$ cat src/hw/rtl/obrfe_pkg.sv
// ----------------------------------------------------------------------------
// obrfe_pkg: shared types and constants for the byte ring frame extractor
// Holds the ring depth, register indexes, operation and status codes and the
// sequencer state type.
// ----------------------------------------------------------------------------
package obrfe_pkg;

  localparam int Depth = 256;
  localparam int AddrW = $clog2(Depth);
  localparam int CntW = AddrW + 1;
  localparam int MaxElements = 16;
  localparam int MaxHeader = 4;

  typedef enum logic [1:0] {
    KIND_PUSH    = 2'd0,
    KIND_POP     = 2'd1,
    KIND_EXTRACT = 2'd2,
    KIND_NONE    = 2'd3
  } kind_t;

  typedef enum logic [1:0] {
    ST_OK       = 2'd0,
    ST_EMPTY    = 2'd1,
    ST_NOFRAME  = 2'd2,
    ST_BADSUM   = 2'd3
  } status_t;

  typedef enum logic [2:0] {
    REG_CAPACITY   = 3'd0,
    REG_HDR_BYTES  = 3'd1,
    REG_HDR_LEN    = 3'd2,
    REG_CHECKED    = 3'd3,
    REG_ELEM_WIDTH = 3'd4,
    REG_LOW_FIRST  = 3'd5,
    REG_ELEM_COUNT = 3'd6,
    REG_UNUSED     = 3'd7
  } reg_idx_t;

  typedef enum logic [3:0] {
    S_IDLE,
    S_PUSH,
    S_POP_RD,
    S_POP_OUT,
    S_SCAN_RD,
    S_SCAN_CMP,
    S_DATA_RD,
    S_DATA_ACC,
    S_SUM_RD,
    S_SUM_CMP,
    S_EMIT,
    S_FAIL
  } state_t;

endpackage

$ cat src/hw/rtl/obrfe_ram.sv
// ----------------------------------------------------------------------------
// obrfe_ram: generic single-port RAM
// Per cycle one optional write and one read; the read data is registered.
// ----------------------------------------------------------------------------
module obrfe_ram #(
  parameter int Width = 8,
  parameter int Depth = 256
) (
  input  logic                     clk,
  input  logic                     we,
  input  logic [$clog2(Depth)-1:0] addr,
  input  logic [Width-1:0]         wdata,
  output logic [Width-1:0]         rdata
);

  logic [Width-1:0] mem [Depth];

  // Optional write and registered read.
  always_ff @(posedge clk) begin
    if (we) begin
      mem[addr] <= wdata;
    end
    rdata <= mem[addr];
  end

endmodule

$ cat src/hw/rtl/overwriting_byte_ring_frame_extractor_unit.sv
// ----------------------------------------------------------------------------
// overwriting_byte_ring_frame_extractor_unit: byte ring with frame extraction
// Top level: configuration registers, ring pointers, sequencer and output.
// ----------------------------------------------------------------------------
// A push shows its result from S_PUSH, a pop from S_POP_OUT after a read in
// S_POP_RD when the ring is not empty, both bound by the single port of the
// byte RAM. An extract reads the ring a byte at a time through that port:
// the header search compares each header byte in S_SCAN_RD and S_SCAN_CMP
// (a failed candidate restarts one byte further on), then the data bytes
// and, if checked, the sum byte are read; S_EMIT emits one element per
// cycle unless the output stalls. The input stalls until all results of an
// item are taken. Writing the capacity register empties the ring.
module overwriting_byte_ring_frame_extractor_unit (
  input  logic        clk,
  input  logic        rst_n,
  input  logic        in_valid,
  output logic        in_stall,
  input  logic [1:0]  in_kind,
  input  logic [7:0]  in_byte_in,
  output logic        out_valid,
  input  logic        out_stall,
  output logic [31:0] out_value,
  output logic [1:0]  out_status,
  output logic        out_last,
  output logic [8:0]  out_fill_level,
  input  logic        cfg_valid,
  output logic        cfg_ready,
  input  logic [2:0]  cfg_index,
  input  logic [31:0] cfg_data
);

  localparam int AW = obrfe_pkg::AddrW;
  localparam int CW = obrfe_pkg::CntW;

  // Configuration registers.
  logic [8:0]  cap_r;
  logic [31:0] hdr_r;
  logic [2:0]  hlen_r;
  logic        chk_r, lbf_r;
  logic [1:0]  ew_r;
  logic [4:0]  ecnt_r;

  // Ring state and sequencer registers.
  obrfe_pkg::state_t state_r, state_nxt;
  logic [AW-1:0] old_r, old_nxt, wr_r, wr_nxt;
  logic [CW-1:0] cnt_r, cnt_nxt;
  logic [CW-1:0] cand_r, cand_nxt;   // candidate header offset
  logic [CW-1:0] off_r, off_nxt;     // byte offset being read
  logic [2:0]    hj_r, hj_nxt;       // header byte index
  logic [2:0]    bj_r, bj_nxt;       // byte within element
  logic [4:0]    ek_r, ek_nxt;       // element index
  logic [7:0]    sum_r, sum_nxt;
  logic [31:0]   acc_r, acc_nxt;
  logic [1:0]    sts_r, sts_nxt;
  logic [31:0]   elem_r [obrfe_pkg::MaxElements];
  logic          elem_we;

  // Output register.
  logic          ov_r, ov_nxt;
  logic [31:0]   oval_r, oval_nxt;
  logic [1:0]    osts_r, osts_nxt;
  logic          olast_r, olast_nxt;
  logic [8:0]    ofill_r, ofill_nxt;

  // RAM port.
  logic          ram_we;
  logic [AW-1:0] ram_addr;
  logic [7:0]    ram_rdata;

  // Effective configuration values.
  logic [CW-1:0] ring;
  logic [2:0]    hl;
  logic [4:0]    ne;
  logic [2:0]    nb;
  logic          chk;
  logic [CW+6:0] need;

  always_comb begin
    if (cap_r == 9'd0) ring = CW'(1);
    else if ({1'b0, cap_r} > 10'(obrfe_pkg::Depth)) ring = CW'(obrfe_pkg::Depth);
    else ring = CW'(cap_r);
    if (hlen_r == 3'd0) hl = 3'd1;
    else if (hlen_r > 3'(obrfe_pkg::MaxHeader)) hl = 3'(obrfe_pkg::MaxHeader);
    else hl = hlen_r;
    if (ecnt_r == 5'd0) ne = 5'd1;
    else if (ecnt_r > 5'(obrfe_pkg::MaxElements)) ne = 5'(obrfe_pkg::MaxElements);
    else ne = ecnt_r;
    chk = chk_r;
    if (!chk_r) nb = 3'd1;
    else if (ew_r == 2'd0) nb = 3'd1;
    else if (ew_r == 2'd1) nb = 3'd2;
    else nb = 3'd4;
    // Ring offset just past a frame whose header starts at offset cand_r.
    need = (CW+7)'(cand_r) + (CW+7)'(hl) + (CW+7)'(ne) * (CW+7)'(nb) + (CW+7)'(chk);
  end

  obrfe_ram #(.Width(8), .Depth(obrfe_pkg::Depth)) u_ram (
    .clk   (clk),
    .we    (ram_we),
    .addr  (ram_addr),
    .wdata (in_byte_in),
    .rdata (ram_rdata)
  );

  // Physical address of ring offset off_r (the sum of oldest position and
  // offset, below twice the ring size, is folded with one compare and subtract).
  logic [CW:0] pos_sum;
  logic [CW:0] pos_mod;
  always_comb begin
    pos_sum = (CW+1)'(old_r) + (CW+1)'(off_r);
    pos_mod = (pos_sum >= (CW+1)'(ring)) ? pos_sum - (CW+1)'(ring) : pos_sum;
  end

  logic [7:0] hbyte;
  always_comb begin
    hbyte = hdr_r[8*hj_r[1:0] +: 8];
  end

  logic accept;
  assign accept = in_valid && !in_stall;
  assign in_stall = (state_r != obrfe_pkg::S_IDLE) || ov_r;
  assign cfg_ready = 1'b1;

  logic out_take;
  assign out_take = ov_r && !out_stall;

  logic [AW-1:0] wr_inc, old_inc;
  always_comb begin
    wr_inc  = ({1'b0, wr_r} + CW'(1) >= ring) ? '0 : wr_r + AW'(1);
    old_inc = ({1'b0, old_r} + CW'(1) >= ring) ? '0 : old_r + AW'(1);
  end

  // Next-state logic of the sequencer.
  always_comb begin
    state_nxt = state_r;
    unique case (state_r)
      obrfe_pkg::S_IDLE: begin
        if (accept) begin
          unique case (obrfe_pkg::kind_t'(in_kind))
            obrfe_pkg::KIND_PUSH: state_nxt = obrfe_pkg::S_PUSH;
            obrfe_pkg::KIND_POP:
              state_nxt = (cnt_r == '0) ? obrfe_pkg::S_POP_OUT : obrfe_pkg::S_POP_RD;
            obrfe_pkg::KIND_EXTRACT: state_nxt = obrfe_pkg::S_SCAN_RD;
            obrfe_pkg::KIND_NONE: state_nxt = obrfe_pkg::S_IDLE;
          endcase
        end
      end
      obrfe_pkg::S_PUSH: state_nxt = obrfe_pkg::S_IDLE;
      obrfe_pkg::S_POP_RD: state_nxt = obrfe_pkg::S_POP_OUT;
      obrfe_pkg::S_POP_OUT: state_nxt = obrfe_pkg::S_IDLE;
      obrfe_pkg::S_SCAN_RD: begin
        if ((CW+1)'(cand_r) + (CW+1)'(hl) > (CW+1)'(cnt_r)) state_nxt = obrfe_pkg::S_FAIL;
        else state_nxt = obrfe_pkg::S_SCAN_CMP;
      end
      obrfe_pkg::S_SCAN_CMP: begin
        if (ram_rdata != hbyte) state_nxt = obrfe_pkg::S_SCAN_RD;
        else if (hj_r + 3'd1 == hl) begin
          state_nxt = (need > (CW+7)'(cnt_r)) ? obrfe_pkg::S_FAIL : obrfe_pkg::S_DATA_RD;
        end else state_nxt = obrfe_pkg::S_SCAN_RD;
      end
      obrfe_pkg::S_DATA_RD: state_nxt = obrfe_pkg::S_DATA_ACC;
      obrfe_pkg::S_DATA_ACC: begin
        if (bj_r + 3'd1 == nb && ek_r + 5'd1 == ne)
          state_nxt = chk ? obrfe_pkg::S_SUM_RD : obrfe_pkg::S_EMIT;
        else state_nxt = obrfe_pkg::S_DATA_RD;
      end
      obrfe_pkg::S_SUM_RD: state_nxt = obrfe_pkg::S_SUM_CMP;
      obrfe_pkg::S_SUM_CMP: state_nxt = obrfe_pkg::S_EMIT;
      obrfe_pkg::S_EMIT: begin
        if (!ov_r || out_take) begin
          if (ek_r + 5'd1 == ne) state_nxt = obrfe_pkg::S_IDLE;
        end
      end
      obrfe_pkg::S_FAIL: state_nxt = obrfe_pkg::S_IDLE;
      default: state_nxt = obrfe_pkg::S_IDLE;
    endcase
  end

  // Datapath and output control.
  logic [31:0] acc_shift;
  always_comb begin
    old_nxt = old_r; wr_nxt = wr_r; cnt_nxt = cnt_r;
    cand_nxt = cand_r; off_nxt = off_r; hj_nxt = hj_r; bj_nxt = bj_r; ek_nxt = ek_r;
    sum_nxt = sum_r; acc_nxt = acc_r; sts_nxt = sts_r;
    ov_nxt = out_take ? 1'b0 : ov_r;
    oval_nxt = oval_r; osts_nxt = osts_r; olast_nxt = olast_r; ofill_nxt = ofill_r;
    ram_we = 1'b0;
    ram_addr = AW'(pos_mod);
    elem_we = 1'b0;
    if (lbf_r) acc_shift = acc_r | ({24'd0, ram_rdata} << (8 * bj_r[1:0]));
    else acc_shift = {acc_r[23:0], ram_rdata};
    unique case (state_r)
      obrfe_pkg::S_IDLE: begin
        if (accept) begin
          ram_addr = wr_r;
          off_nxt = '0; cand_nxt = '0; hj_nxt = '0; bj_nxt = '0; ek_nxt = '0;
          acc_nxt = '0; sum_nxt = '0; sts_nxt = obrfe_pkg::ST_OK;
          if (obrfe_pkg::kind_t'(in_kind) == obrfe_pkg::KIND_PUSH) ram_we = 1'b1;
        end
      end
      obrfe_pkg::S_PUSH: begin
        wr_nxt = wr_inc;
        if (cnt_r >= ring) old_nxt = old_inc;
        else cnt_nxt = cnt_r + CW'(1);
        ov_nxt = 1'b1; oval_nxt = '0; osts_nxt = obrfe_pkg::ST_OK; olast_nxt = 1'b1;
        ofill_nxt = (cnt_r >= ring) ? 9'(cnt_r) : 9'(cnt_r + CW'(1));
      end
      obrfe_pkg::S_POP_RD: begin
      end
      obrfe_pkg::S_POP_OUT: begin
        ov_nxt = 1'b1; olast_nxt = 1'b1;
        if (cnt_r == '0) begin
          oval_nxt = '0; osts_nxt = obrfe_pkg::ST_EMPTY; ofill_nxt = '0;
        end else begin
          oval_nxt = {24'd0, ram_rdata}; osts_nxt = obrfe_pkg::ST_OK;
          old_nxt = old_inc; cnt_nxt = cnt_r - CW'(1);
          ofill_nxt = 9'(cnt_r - CW'(1));
        end
      end
      obrfe_pkg::S_SCAN_RD: begin
      end
      obrfe_pkg::S_SCAN_CMP: begin
        if (ram_rdata != hbyte) begin
          cand_nxt = cand_r + CW'(1); off_nxt = cand_r + CW'(1);
          hj_nxt = '0; sum_nxt = '0;
        end else begin
          sum_nxt = sum_r + ram_rdata;
          off_nxt = off_r + CW'(1);
          hj_nxt = hj_r + 3'd1;
        end
      end
      obrfe_pkg::S_DATA_RD: begin
      end
      obrfe_pkg::S_DATA_ACC: begin
        sum_nxt = sum_r + ram_rdata;
        off_nxt = off_r + CW'(1);
        if (bj_r + 3'd1 == nb) begin
          elem_we = 1'b1;
          acc_nxt = '0; bj_nxt = '0;
          if (ek_r + 5'd1 != ne) ek_nxt = ek_r + 5'd1;
          else ek_nxt = '0;
        end else begin
          acc_nxt = acc_shift; bj_nxt = bj_r + 3'd1;
        end
      end
      obrfe_pkg::S_SUM_RD: begin
      end
      obrfe_pkg::S_SUM_CMP: begin
        off_nxt = off_r + CW'(1);
        if (ram_rdata != sum_r) sts_nxt = obrfe_pkg::ST_BADSUM;
      end
      obrfe_pkg::S_EMIT: begin
        if (!ov_r || out_take) begin
          ov_nxt = 1'b1;
          oval_nxt = elem_r[ek_r[3:0]];
          osts_nxt = sts_r;
          olast_nxt = (ek_r + 5'd1 == ne);
          ofill_nxt = 9'(cnt_r - cand_r - CW'(hl) - CW'(ek_r + 5'd1) * CW'(nb)
                         - ((ek_r + 5'd1 == ne) ? CW'(chk) : CW'(0)));
          ek_nxt = ek_r + 5'd1;
          if (ek_r + 5'd1 == ne) begin
            // Consume everything through the frame.
            old_nxt = AW'(pos_mod);
            cnt_nxt = cnt_r - off_r;
          end
        end
      end
      obrfe_pkg::S_FAIL: begin
        ov_nxt = 1'b1; oval_nxt = '0; osts_nxt = obrfe_pkg::ST_NOFRAME;
        olast_nxt = 1'b1; ofill_nxt = 9'(cnt_r);
      end
      default: begin
      end
    endcase
    // Writing the capacity register empties the ring.
    if (cfg_valid && cfg_ready &&
        obrfe_pkg::reg_idx_t'(cfg_index) == obrfe_pkg::REG_CAPACITY) begin
      old_nxt = '0; wr_nxt = '0; cnt_nxt = '0;
    end
  end

  // Control registers and configuration writes.
  always_ff @(posedge clk) begin
    if (!rst_n) begin
      state_r <= obrfe_pkg::S_IDLE;
      old_r <= '0; wr_r <= '0; cnt_r <= '0; ov_r <= 1'b0;
      cap_r <= 9'd256; hdr_r <= '0; hlen_r <= 3'd1; chk_r <= 1'b1;
      ew_r <= 2'd0; lbf_r <= 1'b1; ecnt_r <= 5'd1;
    end else begin
      state_r <= state_nxt;
      old_r <= old_nxt; wr_r <= wr_nxt; cnt_r <= cnt_nxt; ov_r <= ov_nxt;
      if (cfg_valid && cfg_ready) begin
        unique case (obrfe_pkg::reg_idx_t'(cfg_index))
          obrfe_pkg::REG_CAPACITY:   cap_r <= cfg_data[8:0];
          obrfe_pkg::REG_HDR_BYTES:  hdr_r <= cfg_data;
          obrfe_pkg::REG_HDR_LEN:    hlen_r <= cfg_data[2:0];
          obrfe_pkg::REG_CHECKED:    chk_r <= cfg_data[0];
          obrfe_pkg::REG_ELEM_WIDTH: ew_r <= cfg_data[1:0];
          obrfe_pkg::REG_LOW_FIRST:  lbf_r <= cfg_data[0];
          obrfe_pkg::REG_ELEM_COUNT: ecnt_r <= cfg_data[4:0];
          obrfe_pkg::REG_UNUSED: begin
          end
        endcase
      end
    end
  end

  // Payload registers.
  always_ff @(posedge clk) begin
    cand_r <= cand_nxt; off_r <= off_nxt; hj_r <= hj_nxt; bj_r <= bj_nxt;
    ek_r <= ek_nxt; sum_r <= sum_nxt; acc_r <= acc_nxt; sts_r <= sts_nxt;
    oval_r <= oval_nxt; osts_r <= osts_nxt; olast_r <= olast_nxt; ofill_r <= ofill_nxt;
    if (elem_we) elem_r[ek_r[3:0]] <= acc_shift;
  end

  assign out_valid = ov_r;
  assign out_value = oval_r;
  assign out_status = osts_r;
  assign out_last = olast_r;
  assign out_fill_level = ofill_r;

endmodule
$ cat config.mk
export PLATFORM = sky130hd
export DESIGN_NAME = overwriting_byte_ring_frame_extractor_unit
export DESIGN_NICKNAME = d
export VERILOG_FILES = /design/src/hw/rtl/obrfe_pkg.sv /design/src/hw/rtl/obrfe_ram.sv /design/src/hw/rtl/overwriting_byte_ring_frame_extractor_unit.sv
export SDC_FILE = /design/constraint.sdc
export NUM_CORES = 2
export LEC_CHECK = 0
export ABC_AREA = 1
export ABC_CLOCK_PERIOD_IN_PS = 6500
export CAP_MARGIN = 0
export CORE_MARGIN = 2
export CORE_UTILIZATION = 54
export CTS_BUF_LIST = sky130_fd_sc_hd__clkbuf_4
export DETAILED_ROUTE_END_ITERATION = 6
export DONT_BUFFER_PORTS = 1
export PLACE_DENSITY = 0.79
export REMOVE_ABC_BUFFERS = 1
export SLEW_MARGIN = 25
export SYNTH_ARGS = -nofsm -noshare
export SYNTH_HDL_FRONTEND = slang
export SYNTH_SLANG_ARGS = --single-unit
$ cat constraint.sdc
create_clock -name clk -period 6.5 [get_ports clk]
set_clock_uncertainty 0.15 [all_clocks]
set_input_delay 0.325 -clock clk [delete_from_list [all_inputs] [get_ports clk]]
set_output_delay 0.325 -clock clk [all_outputs]
set_load 0.02 [all_outputs]
==> impl_metrics.env <==
export IMPL_status="finished, final reports clean"
export IMPL_slew_violations=0
export IMPL_dieHeight_um=477.2
export IMPL_drt_total_wl_um=327600
export IMPL_cts_tree="yes"
export IMPL_hold_viol=0
export IMPL_synth_most_common_cell="nand2_1"
export IMPL_fin_crit_sh_pct=93.13
export IMPL_synth_top_cell_area_share_pct=66.41
export IMPL_whs_path_depth=4
export IMPL_nNetsFinal=12510
export IMPL_drt_pass1_iterations=6
export IMPL_antenna_found_initial=13
export IMPL_nFillCells=17090
export IMPL_ys_warn_count=0
export IMPL_cts_setup_buffers=0
export IMPL_synth_area_um2=120900
export IMPL_max_clock_path_buffers=4
export IMPL_vias_per_cell=5.697
export IMPL_initial_core_util_pct=54.34
export IMPL_dp_cells=14410
export IMPL_timing_fmax_ghz=0.1652
export IMPL_crit_top_cell="inv_1"
export IMPL_reg2reg_depth=29
export IMPL_die_x_um=477.2
export IMPL_critPathCaptureType="register"
export IMPL_ys_seq_elements=2769
export IMPL_cp_slowest_cell="nor2_1"
export IMPL_first_iter_violations=11470
export IMPL_grt_max_degree=257
export IMPL_grt_first_pass_wirelength_um=497200
export IMPL_port_buffers=0
export IMPL_hold_path_class="in -> reg"
export IMPL_critPathMaxStageDelay_ps=480
export IMPL_ys_flop_type="edfxtp_1"
export IMPL_numClockSinks=2769
export IMPL_cts_made_buffers=685
export IMPL_setup_tns_ps=0
export IMPL_drcViolationCount=0
export IMPL_final_layout_size_suffix_gt1_share_pct=12.13
export IMPL_tightest_slew_ps=1082
export IMPL_hpwlAfterDp_um=182000
export IMPL_syn_to_final_growth_pct=12.59
export IMPL_clk_latency_ps=1470
export IMPL_grt_pass1_vias=87360
export IMPL_vias=89710
export IMPL_synth_edf_count=2674
export IMPL_rows=173
export IMPL_finalCriticalPeriod_ps=6054
export IMPL_gr_total_overflow=0
export IMPL_cp_max_fo=7
export IMPL_synth_top_area_cell="edfxtp_1"
export IMPL_crit_arrival_ps=7150
export IMPL_max_slew_margin_pct=27.78
export IMPL_root_buffer="clkbuf_4"
export IMPL_ant_nets=0
export IMPL_holdBufCountCts=152
export IMPL_yosys_top_cells_area="edfxtp_1 (66%), nand2_1 (17%), nor2_1 (2.8%)"
export IMPL_track_usage_pct=28.12
export IMPL_synthTopCellsByCount="nand2_1 (5483), edfxtp_1 (2674), nor2_1 (907), o21ai_0 (467), nand3_1 (325)"
export IMPL_wire_per_inst_um=20.80
export IMPL_syn_instance_count=11680
export IMPL_ys_async_sr_fraction_pct=0
export IMPL_cts_resized_gates=0
export IMPL_setup_viol=0
export IMPL_htree_levels=6
export IMPL_cp_data_required_time_ps=7600
export IMPL_worstSetupStartpointType="register"
export IMPL_fp_coreArea_um2=222500
export IMPL_io_pins=97
export IMPL_die_area_um2=227700
export IMPL_ys_seq_area_share_pct=67.98
export IMPL_cap_violations=0
export IMPL_stdcell_count=15750
export IMPL_clkTransAtPathRegs_ps=70
export IMPL_gp_congestion=0.9326
export IMPL_critPathKind="reg -> reg"
export IMPL_rsz0062_at_grt="false"
export IMPL_syn_mean_instance_area_um2=10.35
export IMPL_ys_types=65
[per-layer routing]
metal / track usage [%] / vias up / wire length (µm)
li1: - / 40770 / -
met1: 36.28 / 42360 / 121700
met2: 45.22 / 5582 / 154000
met3: 6.453 / 981 / 36900
met4: 13.42 / 10 / 14830
met5: 0 / - / 75
[worst max-delay path: cells and delay by family (launching register included)]
kind,cells,cell delay (ps)
simple gates,8,1200
fa+ha+maj,6,1900
buf+inv,6,610
xor+xnor,1,170
compound gates,8,1480
flops,1,410
[cell type report]
| type | count | area, µm² | share of cell area [%] |
|---|---|---|---|
| diodes | 13 | 32.53 | 0.02389 |
| clock buffers | 992 | 7447 | 5.470 |
| clock inverters | 158 | 997.2 | 0.7325 |
| inverters | 257 | 969.7 | 0.7122 |
| multi-input cells | 8026 | 35270 | 25.90 |
| flip-flops and latches | 2769 | 82210 | 60.38 |
| well taps | 2975 | 3722 | 2.734 |
| repair buffers | 557 | 5498 | 4.038 |
[registers in the layout, summed over array words and instances (netlist names), 2 cells and up, named ones only]
name            cells
acc_r              32
bj_r                3
cand_r              9
cap_r               9
cnt_r               9
ecnt_r              5
ek_r                5
elem_r            512
ew_r                2
hdr_r              32
hj_r                3
hlen_r              3
off_r               9
old_r               8
out_fill_level      9
out_status          2
out_value          32
state_r             4
sum_r               8
u_ram.mem        2048
u_ram.rdata         8
wr_r                8
[cell families after synthesis]
| logic type | count (synthesis) | share of synthesized area (%) |
|---|---|---|
| flip-flops | 2769 | 67.98 |
| buffers and inverters | 883 | 3.118 |
| other | 1 | 0.003101 |
| AO/OA/AOI/OAI | 934 | 4.471 |
| adder cells (fa/ha/maj) | 167 | 1.964 |
| AND/OR/NAND/NOR | 6849 | 21.92 |
| XOR/XNOR | 75 | 0.5432 |
[cells in the final DEF (no fill, tap or decap), types with 7 or more instances in the layout]
master / Yosys / layout
xor2_1: 58 / 58
fa_1: 38 / 38
a21oi_2: 1 / 16
dfxtp_1: 95 / 92
bufinv_16: 0 / 14
or2_2: 7 / 7
buf_16: 0 / 18
a21oi_1: 119 / 103
nor2_4: 0 / 22
and3_1: 32 / 32
o21ai_0: 467 / 464
a211oi_1: 9 / 8
xnor2_1: 17 / 17
dlygate4sd3_1: 0 / 150
nor2_1: 907 / 887
nand4_1: 18 / 18
edfxtp_1: 2674 / 2674
ha_1: 129 / 129
buf_12: 0 / 47
inv_1: 243 / 240
nand3_1: 325 / 325
o211ai_1: 45 / 45
nor3_1: 21 / 21
a31oi_1: 22 / 22
inv_2: 9 / 26
o221ai_1: 90 / 90
nand2_1: 5483 / 5476
clkbuf_4: 0 / 996
nand2_2: 15 / 19
diode_2: 0 / 13
clkinv_2: 0 / 9
nand3b_1: 9 / 9
buf_4: 8 / 335
o22ai_1: 56 / 56
clkinv_1: 5 / 119
a22oi_1: 10 / 9
o21ai_1: 78 / 79
[metrics by stage]
| step | hold WS (ps) | worst slack (ps) | utilization (%) | area, µm² |
|---|---|---|---|---|
| final | 139.2 | 446.3 | 61.18 | 136100 |
| after global placement | 266.2 | 535.2 | 56.40 | 125500 |
| after global routing | 68.24 | 73.75 | 61.18 | 136100 |
| after detailed placement | 267.2 | 533.1 | 56.41 | 125500 |
| after floorplan | 259.1 | -14480 | - | 118100 |
| after CTS | 2.007 | 543.5 | 60.96 | 135700 |
[final timing paths]
check                from          to  slack [ps]
max                   chk  state_r[3]         450
min          cfg_index[1]         chk         140
max reg2reg           chk  state_r[3]         450
min reg2reg     ecnt_r[3]   ecnt_r[3]         350
Power is left out: the tool's default activity adds up to more than one toggle a clock period on the data nets, which glitch-free logic cannot reach.
